<file path="src/design/ogpt_pkg.sv">
// shared types and constants for the occupancy grid point thinner
package ogpt_pkg;

   localparam int COORD_W  = 16;
   localparam int SCALE_W  = 8;
   localparam int FRAC_W   = 15;
   localparam int PROD_W   = COORD_W + SCALE_W + 1;
   localparam int CELL_W   = 12;

   localparam logic signed [COORD_W-1:0] COORD_LIM = 16'sd16384;
   localparam logic [SCALE_W-1:0]        SCALE_RESET = 8'd10;

   typedef logic signed [COORD_W-1:0] coord_type;
   typedef logic [SCALE_W-1:0]        scale_type;
   typedef logic signed [PROD_W-1:0]  prod_type;
   typedef logic signed [CELL_W-1:0]  cell_type;

endpackage

</file>
<file path="src/design/ogpt_cell.sv">
// maps one q1.15 coordinate to a grid cell index over two register stages
module ogpt_cell
   import ogpt_pkg::*;
#(
   parameter int DISC_HALF = 5
) (
   input  logic      clock,
   input  logic      load,
   input  coord_type value,
   input  scale_type scale,
   output cell_type  cell_idx
);

   prod_type prod_ff;
   cell_type cell_ff;
   cell_type floor_w;
   cell_type offset_w;

   assign floor_w  = CELL_W'(signed'(prod_ff[PROD_W-1:FRAC_W]));
   assign offset_w = CELL_W'(DISC_HALF + 1) + cell_type'({1'b0, scale[SCALE_W-1:1]});

   always_ff @(posedge clock) begin
      if (load) begin
         prod_ff <= PROD_W'(value) * PROD_W'(signed'({1'b0, scale}));
      end
      cell_ff <= floor_w + offset_w;
   end

   assign cell_idx = cell_ff;

endmodule

</file>
<file path="config.mk">
export PLATFORM = sky130hd
export DESIGN_NAME = ogpt_cell
export DESIGN_NICKNAME = d
export VERILOG_FILES = /design/src/design/ogpt_pkg.sv /design/src/design/ogpt_cell.sv
export SDC_FILE = /design/constraint.sdc
export NUM_CORES = 1
export LEC_CHECK = 0
export BUFFER_PORTS_ARGS = -buffer_cell sky130_fd_sc_hd__buf_2
export CORE_MARGIN = 3
export CORE_UTILIZATION = 38
export CTS_CLUSTER_DIAMETER = 200
export DETAILED_ROUTE_END_ITERATION = 6
export PLACE_DENSITY = 0.61
export REMOVE_ABC_BUFFERS = 1
export SLEW_MARGIN = 5
export SYNTH_ARGS = -nofsm -noshare
export SYNTH_HDL_FRONTEND = slang
export SYNTH_SLANG_ARGS = --single-unit
</file>
<file path="constraint.sdc">
create_clock -name clock -period 13.22 [get_ports clock]
set_input_delay 0 -clock clock [delete_from_list [all_inputs] [get_ports clock]]
set_output_delay 0 -clock clock [all_outputs]
set_load 0.02 [all_outputs]
</file>
Word level (Yosys, flattened, before mapping)
Index checks and enable logic that the tools add are counted.
{ "word_totals": {"elab_cells": 5, "reg_bits": 36, "out_inout_bits": 12, "in_bits": 26} }
{ "op_classes": {"add_sub_neg": 2, "mul": 1} }
{ "ops": {"columns": ["operator", "n"], "rows": [
  ["16-bit by 9-bit multiplier with 25-bit output", 1],
  ["10-bit by 9-bit adder with 11-bit output", 1],
  ["3-bit by 7-bit adder with 8-bit output (first input constant)", 1]
]} }

Depth between registers and ports, before layout
Gate-level depths: netlist of run 1.
{ "logic_depth": {"word_depth": 2, "depth_mapped": 19, "ltp_nobuf": 17} }

Least setup slack after synthesis of run 1
No wires, ideal clock.
{ "synth_timing": {"kind": "input to register", "start": "in scale[2]", "end": "reg prod_ff[21], data pin", "setup_slack_ns": 8.809, "setup_ns": 0.260, "cell_stages": 17, "n_path_buf": 2, "required_ns": 12.960, "t_arrival_ns": 4.151, "path_cell_list": "clkbuf_1 -> clkbuf_1 -> nand2_1 -> fa_1 -> inv_1 -> fa_1 -> fa_1 -> inv_1 -> fa_1 -> inv_1 -> ha_1 -> nand3_1 -> o22ai_1 -> a21oi_1 -> o31a_1 -> a311o_1 -> xnor2_1"} }
{ "synth_between": {"elab_chain_len": 1} }
{ "synth_rtl": {"columns": ["element", "line_no", "source"], "rows": [
  ["from (decl)", "ogpt_cell.sv:10", "input scale_type scale,"],
  ["16-bit by 9-bit multiplier with 25-bit output", "ogpt_cell.sv:24", "prod_ff <= PROD_W'(value) * PROD_W'(signed'({1'b0, scale}));"],
  ["to (signal assigned)", "ogpt_cell.sv:24", null],
  ["to (decl)", "ogpt_cell.sv:14", "prod_type prod_ff;"]
]} }
No other way between the ends.
A chain may end at the register's enable or synchronous reset.

Final worst setup path of run 1
{ "layout_timing": {"start": "in scale[4]", "end": "reg prod_ff[24], data pin"} }
The elaborated chain is that of the path after synthesis.

==> impl_metrics.ini, run 1 <==
[floorplanning]
io_pins = 38
dieArea_sq_um = 15500
dieHeight_um = 124
die_w_um = 124
rows = 42
start_util_pct = 39.6
fp.coreArea_sq_um = 13500

[drt]
ant_nets = 0
firstDrtPassIters = 4
via_count = 3845
drc = 0
routed_wl_mm = 10.8
first_iter_violations = 166
wire_per_inst_um = 13.6
vias_per_cell = 4.87

[place]
port_buffers = 37
dpl.hpwl_mm = 9.11
pre_cts_ws_ps = 8610
gp_congestion = 0.829

[sta]
final_max_slew_viol_count = 0
setup_viol = 0
finalCritPeriodShare_pct = 32.9
fin_crit_ps = 4350
fin_worst_skew_ps = 3.66
setup_tns_ps = 0
hold_violations = 0
timing.slew.headroom_pct = 54.1
rsz0062_at_grt = false
tightest_slew_ps = 683
max_freq_mhz = 230
setup_ws_ps = 8870

[worst_hold_path]
worst_hold_path_type = primary input to flip-flop
min_from = load
hold_end = prod_ff[21]
whs_path_depth = 1

[critical_path]
r2r_cells = 8
cp_max_fo = 20
required_ps = 13220
r2r-start = prod_ff[15]
endpoint_kind = flip-flop
critPathLaunchType = primary input
rrSetupSlack_ps = 10980
setup.worst_path.class = primary input to flip-flop
reg2reg_to = cell_idx[8]
worst_ep_arrival_time_ps = 4350

[cts]
cts-root-buf = clkbuf_16
cts_hold_buf = 0
cts_max_path_buffers = 2
clock-sinks = 21
numCtsBuffers = 3
post_cts_buffers = 0
clock_latency_ps = 250
clkTransAtPathRegs_ps = 50
cts_tree = yes
cts_resized = 0
htree_levels = 1

[global_routing]
grt_pass1_vias = 4178
grt_pass1_wl_mm = 19.5
grt_overflow_total = 0
grt_max_degree = 21
grt_usage_pct = 14.7
antenna_found_initial = 0

[flow_run]
maxCapViolations = 0

[yosys]
ys_types = 43
ys_warn_count = 0
synthArstFlopShare_pct = 0
synth_ff_type = dfxtp_1
syn_inst = 588
syn_area_sq_um = 5330
synth_edf_count = 10
ys_ff_latch = 21
synth-seq-area-share_pct = 9.77
syn_area_per_cell_sq_um = 9.06

[layout]
drive_gt1_share_pct = 6.68
areaGrowthSynthToFinish_pct = 7.96
fin_nets = 798
antennaDiodeCount = 0

[power]
vdd_drop_max_v = 0.0000700
p_per_area_nw_per_um2 = 186
p_leak_nw = 3.00

[outcome]
status = completed
-- layer usage --
layer / vias to the layer above / global-route usage [%] / wire length (um)
li1: 1847 / - / -
met1: 1922 / 20.6 / 5180
met2: 68 / 25.9 / 5250
met3: 8 / 0.515 / 266
met4: 0 / 1.93 / 64
met5: - / 0 / 0
-- where the power goes --
group          internal, mW  switching (mW)  total [mW]
registers             0.132          0.0128       0.145
clock network        0.0410          0.0206      0.0616
logic                 0.374           0.488       0.862
total                 0.547           0.522        1.07
-- critical path, cell delays in order --
cell and delay (ps):
buf_2 360, and2_1 220, fa_1 440, fa_1 500, fa_1 540, inv_1 50
fa_1 520, inv_1 40, ha_1 320, a21oi_1 130, o21ai_0 120, o31ai_1 590
nor3b_1 260, a21oi_1 100, xnor2_1 130
-- worst max-delay path by stage --
stage / slack, ps / end / cells after the start / startpoint
finish: 8870 / prod_ff[24] / 15 / scale[4]
global route: 8620 / prod_ff[24] / 15 / scale[4]
CTS: 8890 / prod_ff[24] / 15 / scale[4]
detailed placement: 8610 / prod_ff[24] / 15 / scale[4]
global placement: 8680 / prod_ff[24] / 15 / scale[4]
floorplan: 9210 / prod_ff[21] / 14 / value[9]
-- layout by cell type (no fill, tap or decap), drive strengths merged, types with 2 or more instances in the layout --
cell,count
a211oi,2
a21boi,2
a21o,6
a21oi,20
a31oi,4
a41oi,2
and2,69
and3,3
buf,37
clkbuf,4
dfxtp,11
edfxtp,10
fa,102
ha,55
inv,135
nand2,71
nand3,5
nor2,10
nor2b,2
nor3,4
o21a,4
o21ai,9
o21bai,3
o31ai,2
xnor2,19
xor2,6
-- metrics by stage --
step | instances | hold WS (ps) | power [mW] | utilization [%] | cell area, sq um
2_1_floorplan | 573 | 112 | 0.825 | - | 5270
3_3_place_gp | 786 | 372 | 0.992 | 42.2 | 5670
3_5_place_dp | 786 | 378 | 1.01 | 42.2 | 5670
4_1_cts | 790 | 121 | 1.08 | 42.8 | 5750
5_1_grt | 790 | 130 | 1.21 | 42.8 | 5750
6_report | 790 | 116 | 1.07 | 42.8 | 5750
-- cells in the mapped netlist, types with 2 or more instances --
library cell / number / area, sq um
dfxtp_1: 11 / 220
nand3_1: 5 / 25.0
and2_1: 69 / 432
o21ai_0: 9 / 45.0
o21bai_1: 3 / 22.5
o31ai_1: 2 / 15.0
a41oi_1: 2 / 17.5
a21o_1: 6 / 45.0
xor2_1: 6 / 52.6
nor2b_1: 2 / 12.5
a21oi_1: 20 / 100
inv_1: 135 / 507
nand2_1: 71 / 267
xnor2_1: 19 / 166
a31oi_1: 4 / 25.0
o21a_1: 4 / 30.0
nor3_1: 4 / 20.0
and3_1: 3 / 18.8
edfxtp_1: 10 / 300
nor2_1: 10 / 37.5
clkbuf_1: 14 / 52.6
ha_1: 55 / 688
fa_1: 102 / 2040
a21boi_0: 2 / 15.0
a211oi_1: 2 / 15.0
-- registers in the layout, indices dropped and copies added (netlist names) --
signal    flops
cell_idx     11
prod_ff      10
-- layout make-up --
class,instances,area [sq um]
Multi-Input combinational cell,417,4240
Inverter,135,507
Clock buffer,4,78.8
Fill cell,1374,7700
Timing Repair Buffer,37,185
Sequential cell,21,520
Tap cell,176,220
-- logic make-up after synthesis --
logic type,Yosys count,synth area share [%]
simple gates,172,16.5
fa+ha+maj,157,51.2
buf+inv,150,10.6
compound gates,63,7.80
xor+xnor,25,4.11
flops,21,9.77
Note: power is estimated with default switching activity, not from simulation.
==> inputs of run 2 (changes only) <==
PLACE_DENSITY = 0.63   (was 0.61)
clock period = 3.75 ns   (was 13.22 ns; I/O delays follow)
==> run 2 against run 1 <==
Effect of this change: the run now ends with negative setup slack left; largest power group unchanged; design area up 22%; first-iteration DRC count increased by 14%; clock-buffer cell count is 1 lower; register-to-register slack worse by 9500 ps; wire length up 15%; sequential cell count is the same; global-route usage up 1.4 points; sequential power grew to 3.5 times the previous value; setup slack worse by 9000 ps; clock skew down 2.0 ps; combinational power increased to 5.2 times the previous value.
==> impl_metrics.ini, run 2 (synthesized netlist as in run 1, its figures left out) <==
[cts]
clkTransAtPathRegs_ps = 50
clock-sinks = 21
cts-root-buf = clkbuf_16
cts_tree = yes
cts_max_path_buffers = 2
htree_levels = 1
numCtsBuffers = 3
clock_latency_ps = 250

[global_routing]
grt_pass1_vias = 4639
grt_overflow_total = 0
grt_pass1_wl_mm = 21.2
grt_usage_pct = 16.0
antenna_found_initial = 0
grt_max_degree = 13

[power]
p_per_area_nw_per_um2 = 744
p_leak_nw = 3.52
finalPower_mw = 5.22
vdd_drop_max_v = 0.000320

[sta]
setup_ws_ps = -94.4
finalCritPeriodShare_pct = 103
max_freq_mhz = 260
setup_tns_ps = -340
hold-worst-slack_ps = 111
timing.slew.headroom_pct = 80.4
fin_crit_ps = 3840
hold_violations = 0
fin_worst_skew_ps = 1.64
final_max_slew_viol_count = 0
tightest_slew_ps = 291
setup_viol = 5
rsz0062_at_grt = true

[critical_path]
crit_cells = 17
slowest_stage = fa_2
rrSetupSlack_ps = 1500
r2r-start = prod_ff[15]
cp-startpoint = scale[4]
crit_end = prod_ff[24]
path_common_cell = fa_1
path_delay_family = adder cells
r2r_cells = 8
endpoint_kind = flip-flop
reg2reg_to = cell_idx[8]
critPathBufInv = 5
required_ps = 3750
cp_max_fo = 9
cp_cell_sequence = buf_12 > and2_4 > fa_2 > fa_1 > fa_1 > inv_1 > fa_1 > inv_2 > ha_4 > buf_4 > a21oi_2 > o21ai_2 > o31ai_1 > buf_4 > nor3b_4 > a21oi_2 > xnor2_1
worst_path_largest_cell_delay_ps = 580
setup.worst_path.class = primary input to flip-flop
critPathLaunchType = primary input
worst_ep_arrival_time_ps = 3850

[floorplanning]
die_w_um = 124
start_util_pct = 39.6
dieHeight_um = 124
dieArea_sq_um = 15500
io_pins = 38
rows = 42
fp.coreArea_sq_um = 13500

[layout]
antennaDiodeCount = 0
layout_common_cells = inv_1 (124), fa_1 (89), buf_4 (76), and2_1 (60), nand2_1 (52)
areaGrowthSynthToFinish_pct = 31.8
fin_nets = 885
mostFrequentLayoutCell = inv_1
post-route-util_pct = 52.2
largest_register_ffs = 11
drive_gt1_share_pct = 30.7

[drt]
wire_per_inst_um = 14.1
first_iter_violations = 190
firstDrtPassIters = 4
ant_nets = 0
vias_per_cell = 4.74
drc = 0
routed_wl_mm = 12.4
via_count = 4161

[place]
gp_congestion = 0.888
dpl.hpwl_mm = 10.3
pre_cts_ws_ps = -606
port_buffers = 37

[outcome]
status = finished, violations left
violations = negative setup slack

[worst_hold_path]
min_from = load
worst_hold_path_type = primary input to flip-flop

[flow_run]
maxCapViolations = 0
[run 2: cell types whose count changed in the layout (fill, tap and decap cells not counted), moves of 13 or more]
| cell | previous run | this run |
|---|---|---|
| ha_4 | 0 | 13 |
| fa_1 | 102 | 89 |
| ha_1 | 55 | 41 |
| buf_4 | 0 | 76 |
| buf_6 | 0 | 21 |
| nand2_1 | 71 | 52 |
| fa_2 | 0 | 13 |
| buf_2 | 37 | 19 |
| nand2_2 | 0 | 17 |
[run 2: layout make-up]
type                            count  area [sq um]
Timing Repair Buffer              124          1060
Sequential cell                    21           520
Tap cell                          176           220
Fill cell                        1235          6430
Inverter                          135           507
Clock inverter                      1          5.00
Clock buffer                        3          75.1
Multi-Input combinational cell    417          4630
[run 2: per-stage QoR]
stage               std cells  instance area (sq um)
global route              877                   7020
finish                    877                   7020
floorplan                 573                   5270
detailed placement        862                   6240
global placement          862                   6240
CTS                       873                   6850
[run 2: routing by layer]
layer / part of all wire (%) / track usage (%)
met5: 0 / 0
met4: 1.2 / 2.58
met3: 2.7 / 0.729
met2: 50 / 29.1
met1: 46 / 21.6
[run 2: worst min-delay path by stage]
stage                             end  cells past startpoint
final                     prod_ff[24]                      1
after global routing      prod_ff[19]                      1
after CTS                 prod_ff[22]                      1
after detailed placement  prod_ff[24]                      1
after global placement    prod_ff[24]                      1
after floorplan           prod_ff[15]                      0
[run 2: where the power goes]
group	internal (mW)	switching [mW]
Clock	0.143	0.0766
Sequential	0.465	0.0427
Combinational	2.26	2.23
Total	2.87	2.35
[run 2: what timing repair did]
| item | 4_1_cts | 5_1_grt |
|---|---|---|
| gates resized for setup | 119 | 35 |
| pin swaps | 76 | 27 |
| hold buffers | 0 | 0 |
| gates cloned | 1 | 0 |
| hold endpoints to repair | 0 | 0 |
| endpoints found under the setup margin | 10 | 9 |
| setup buffers | 6 | 4 |
==> inputs of run 3 (changes only) <==
PLACE_DENSITY = 0.61   (was 0.63)
clock period = 3.9 ns   (was 3.75 ns; I/O delays follow)
==> run 3 against run 2 <==
Effect of this change: the run now ends clean; total power down 8.4%; clock-buffer cell count grew 1; setup slack better by 130 ps; sequential power decreased by 4%; global-route usage shrank 0.46 points; core utilization fell by 0.67 points; clock skew increased by 1.7 ps; via count is 0.48% lower; sequential cell count did not move; hold slack gained 1.8 ps; final cell count shrank 0.34%; largest power group unchanged.
==> impl_metrics.ini, run 3 (synthesized netlist as in run 1, its figures left out) <==
[critical_path]
reg2reg_to = cell_idx[10]
path_common_cell = fa_1
r2r-start = prod_ff[15]
worst_ep_arrival_time_ps = 3870
path_delay_family = adder cells
cp_max_fo = 5
required_ps = 3910
endpoint_kind = flip-flop
setup.worst_path.class = primary input to flip-flop
worst_path_largest_cell_delay_ps = 560
r2r_cells = 8
critPathBufInv = 3
cp_cell_sequence = buf_2 > and2_1 > fa_1 > fa_1 > fa_1 > inv_1 > fa_1 > inv_2 > ha_4 > and3_4 > and2_4 > nand2_2 > o31a_1 > a311o_1 > xnor2_1
rrSetupSlack_ps = 1620
slowest_stage = fa_1
critPathLaunchType = primary input

[place]
gp_congestion = 0.842
port_buffers = 37
dpl.hpwl_mm = 10.2

[power]
comb_power_share_pct = 85.3
p_sw_share_pct = 44.1
p_sw_mw = 2.11
p_per_area_nw_per_um2 = 690
p_int_mw = 2.67
pwr-share-clk_pct = 4.4
seqPwrFrac_pct = 10.2
p_leak_nw = 3.51
vdd_drop_max_v = 0.000318

[cts]
clock-sinks = 21
htree_levels = 1
cts_hold_buf = 0
clock_latency_ps = 250
cts_max_path_buffers = 2
numCtsBuffers = 3
cts-root-buf = clkbuf_16
cts_tree = yes
clkTransAtPathRegs_ps = 50

[layout]
mostFrequentLayoutCell = inv_1
drive_gt1_share_pct = 27.7
areaGrowthSynthToFinish_pct = 30.1
layout_common_cells = inv_1 (127), fa_1 (93), buf_4 (74), nand2_1 (57), and2_1 (55)
multiInputGateArea_sq_um = 4570
antennaDiodeCount = 0
final-seq-area_sq_um = 520
post-route-util_pct = 51.5
fin_nets = 882
fillers = 1241
largest_register_ffs = 11

[drt]
ant_nets = 0
routed_wl_mm = 11.9
drc = 0
firstDrtPassIters = 4
first_iter_violations = 149
vias_per_cell = 4.74
wire_per_inst_um = 13.6
via_count = 4141

[sta]
tightest_slew_ps = 299
final_max_slew_viol_count = 0
timing.slew.headroom_pct = 79.9
setup_viol = 0
fin_worst_skew_ps = 3.36
rsz0062_at_grt = true
hold_violations = 0
fin_crit_ps = 3860
finalCritPeriodShare_pct = 99.1
max_freq_mhz = 259
hold-worst-slack_ps = 112

[floorplanning]
die_w_um = 124
rows = 42
fp.coreArea_sq_um = 13500
dieHeight_um = 124
start_util_pct = 39.6
dieArea_sq_um = 15500
io_pins = 38

[worst_hold_path]
worst_hold_path_type = primary input to flip-flop
min_from = load
hold_end = prod_ff[24]
whs_path_depth = 1

[global_routing]
grt_max_degree = 13
grt_overflow_total = 0
antenna_found_initial = 0
grt_usage_pct = 15.6
grt_pass1_wl_mm = 20.7
grt_pass1_vias = 4492

[flow_run]
maxCapViolations = 0

[outcome]
status = completed
run 3: changes by cell type in the layout (fill, tap and decap cells not counted), sizes merged:
cell    previous run  this run
buf              124       118
clkinv             1         0
clkbuf             3         7
run 3: worst max path at each step:
stage | startpoint | endpoint | slack, ps | depth (start not counted)
global placement | scale[5] | prod_ff[21] | -350 | 15
CTS | scale[3] | prod_ff[21] | -3 | 15
floorplan | value[9] | prod_ff[21] | -110 | 14
finish | value[14] | prod_ff[21] | 40 | 15
global route | scale[3] | prod_ff[21] | -80 | 14
detailed placement | scale[2] | prod_ff[21] | -470 | 16
run 3: stage by stage:
stage	cell area, sq um	setup TNS [ps]	power [mW]	cells	worst slack, ps
after floorplan	5270	-197	2.80	573	-107
after global placement	6230	-2640	3.91	860	-350
after detailed placement	6230	-3300	4.01	860	-472
after CTS	6440	-2.79	4.42	866	-2.79
after global routing	6930	-211	5.34	874	-77.2
final	6930	0	4.78	874	35.0
run 3: repair_timing:
item                                    4_1_cts  5_1_grt
hold endpoints to repair                      0        0
endpoints found under the setup margin        7        9
setup buffers                                 2        7
gates resized for setup                      29      106
cloned                                        0        1
pin swaps                                    15       57
run 3: layout make-up:
cell class	count	area share, %
repair buffers	121	14.9
multi-input cells	417	66.0
clock buffers	4	1.14
flip-flops and latches	21	7.51
well taps	176	3.18
inverters	135	7.31
run 3: routing by layer:
layer,part of all wire (%),global-route usage (%)
met1,48,22.3
met2,49,27.2
met3,2.7,0.429
met4,0.87,1.87
met5,0,0
run 3: power by group through the flow:
stage	Clock (mW)	Sequential, mW	Combinational (mW)
3_3_place_gp	0	0.492	3.42
3_5_place_dp	0	0.496	3.51
6_report	0.212	0.489	4.08
2_1_floorplan	0	0.574	2.22
4_1_cts	0.220	0.491	3.71
5_1_grt	0.232	0.504	4.61
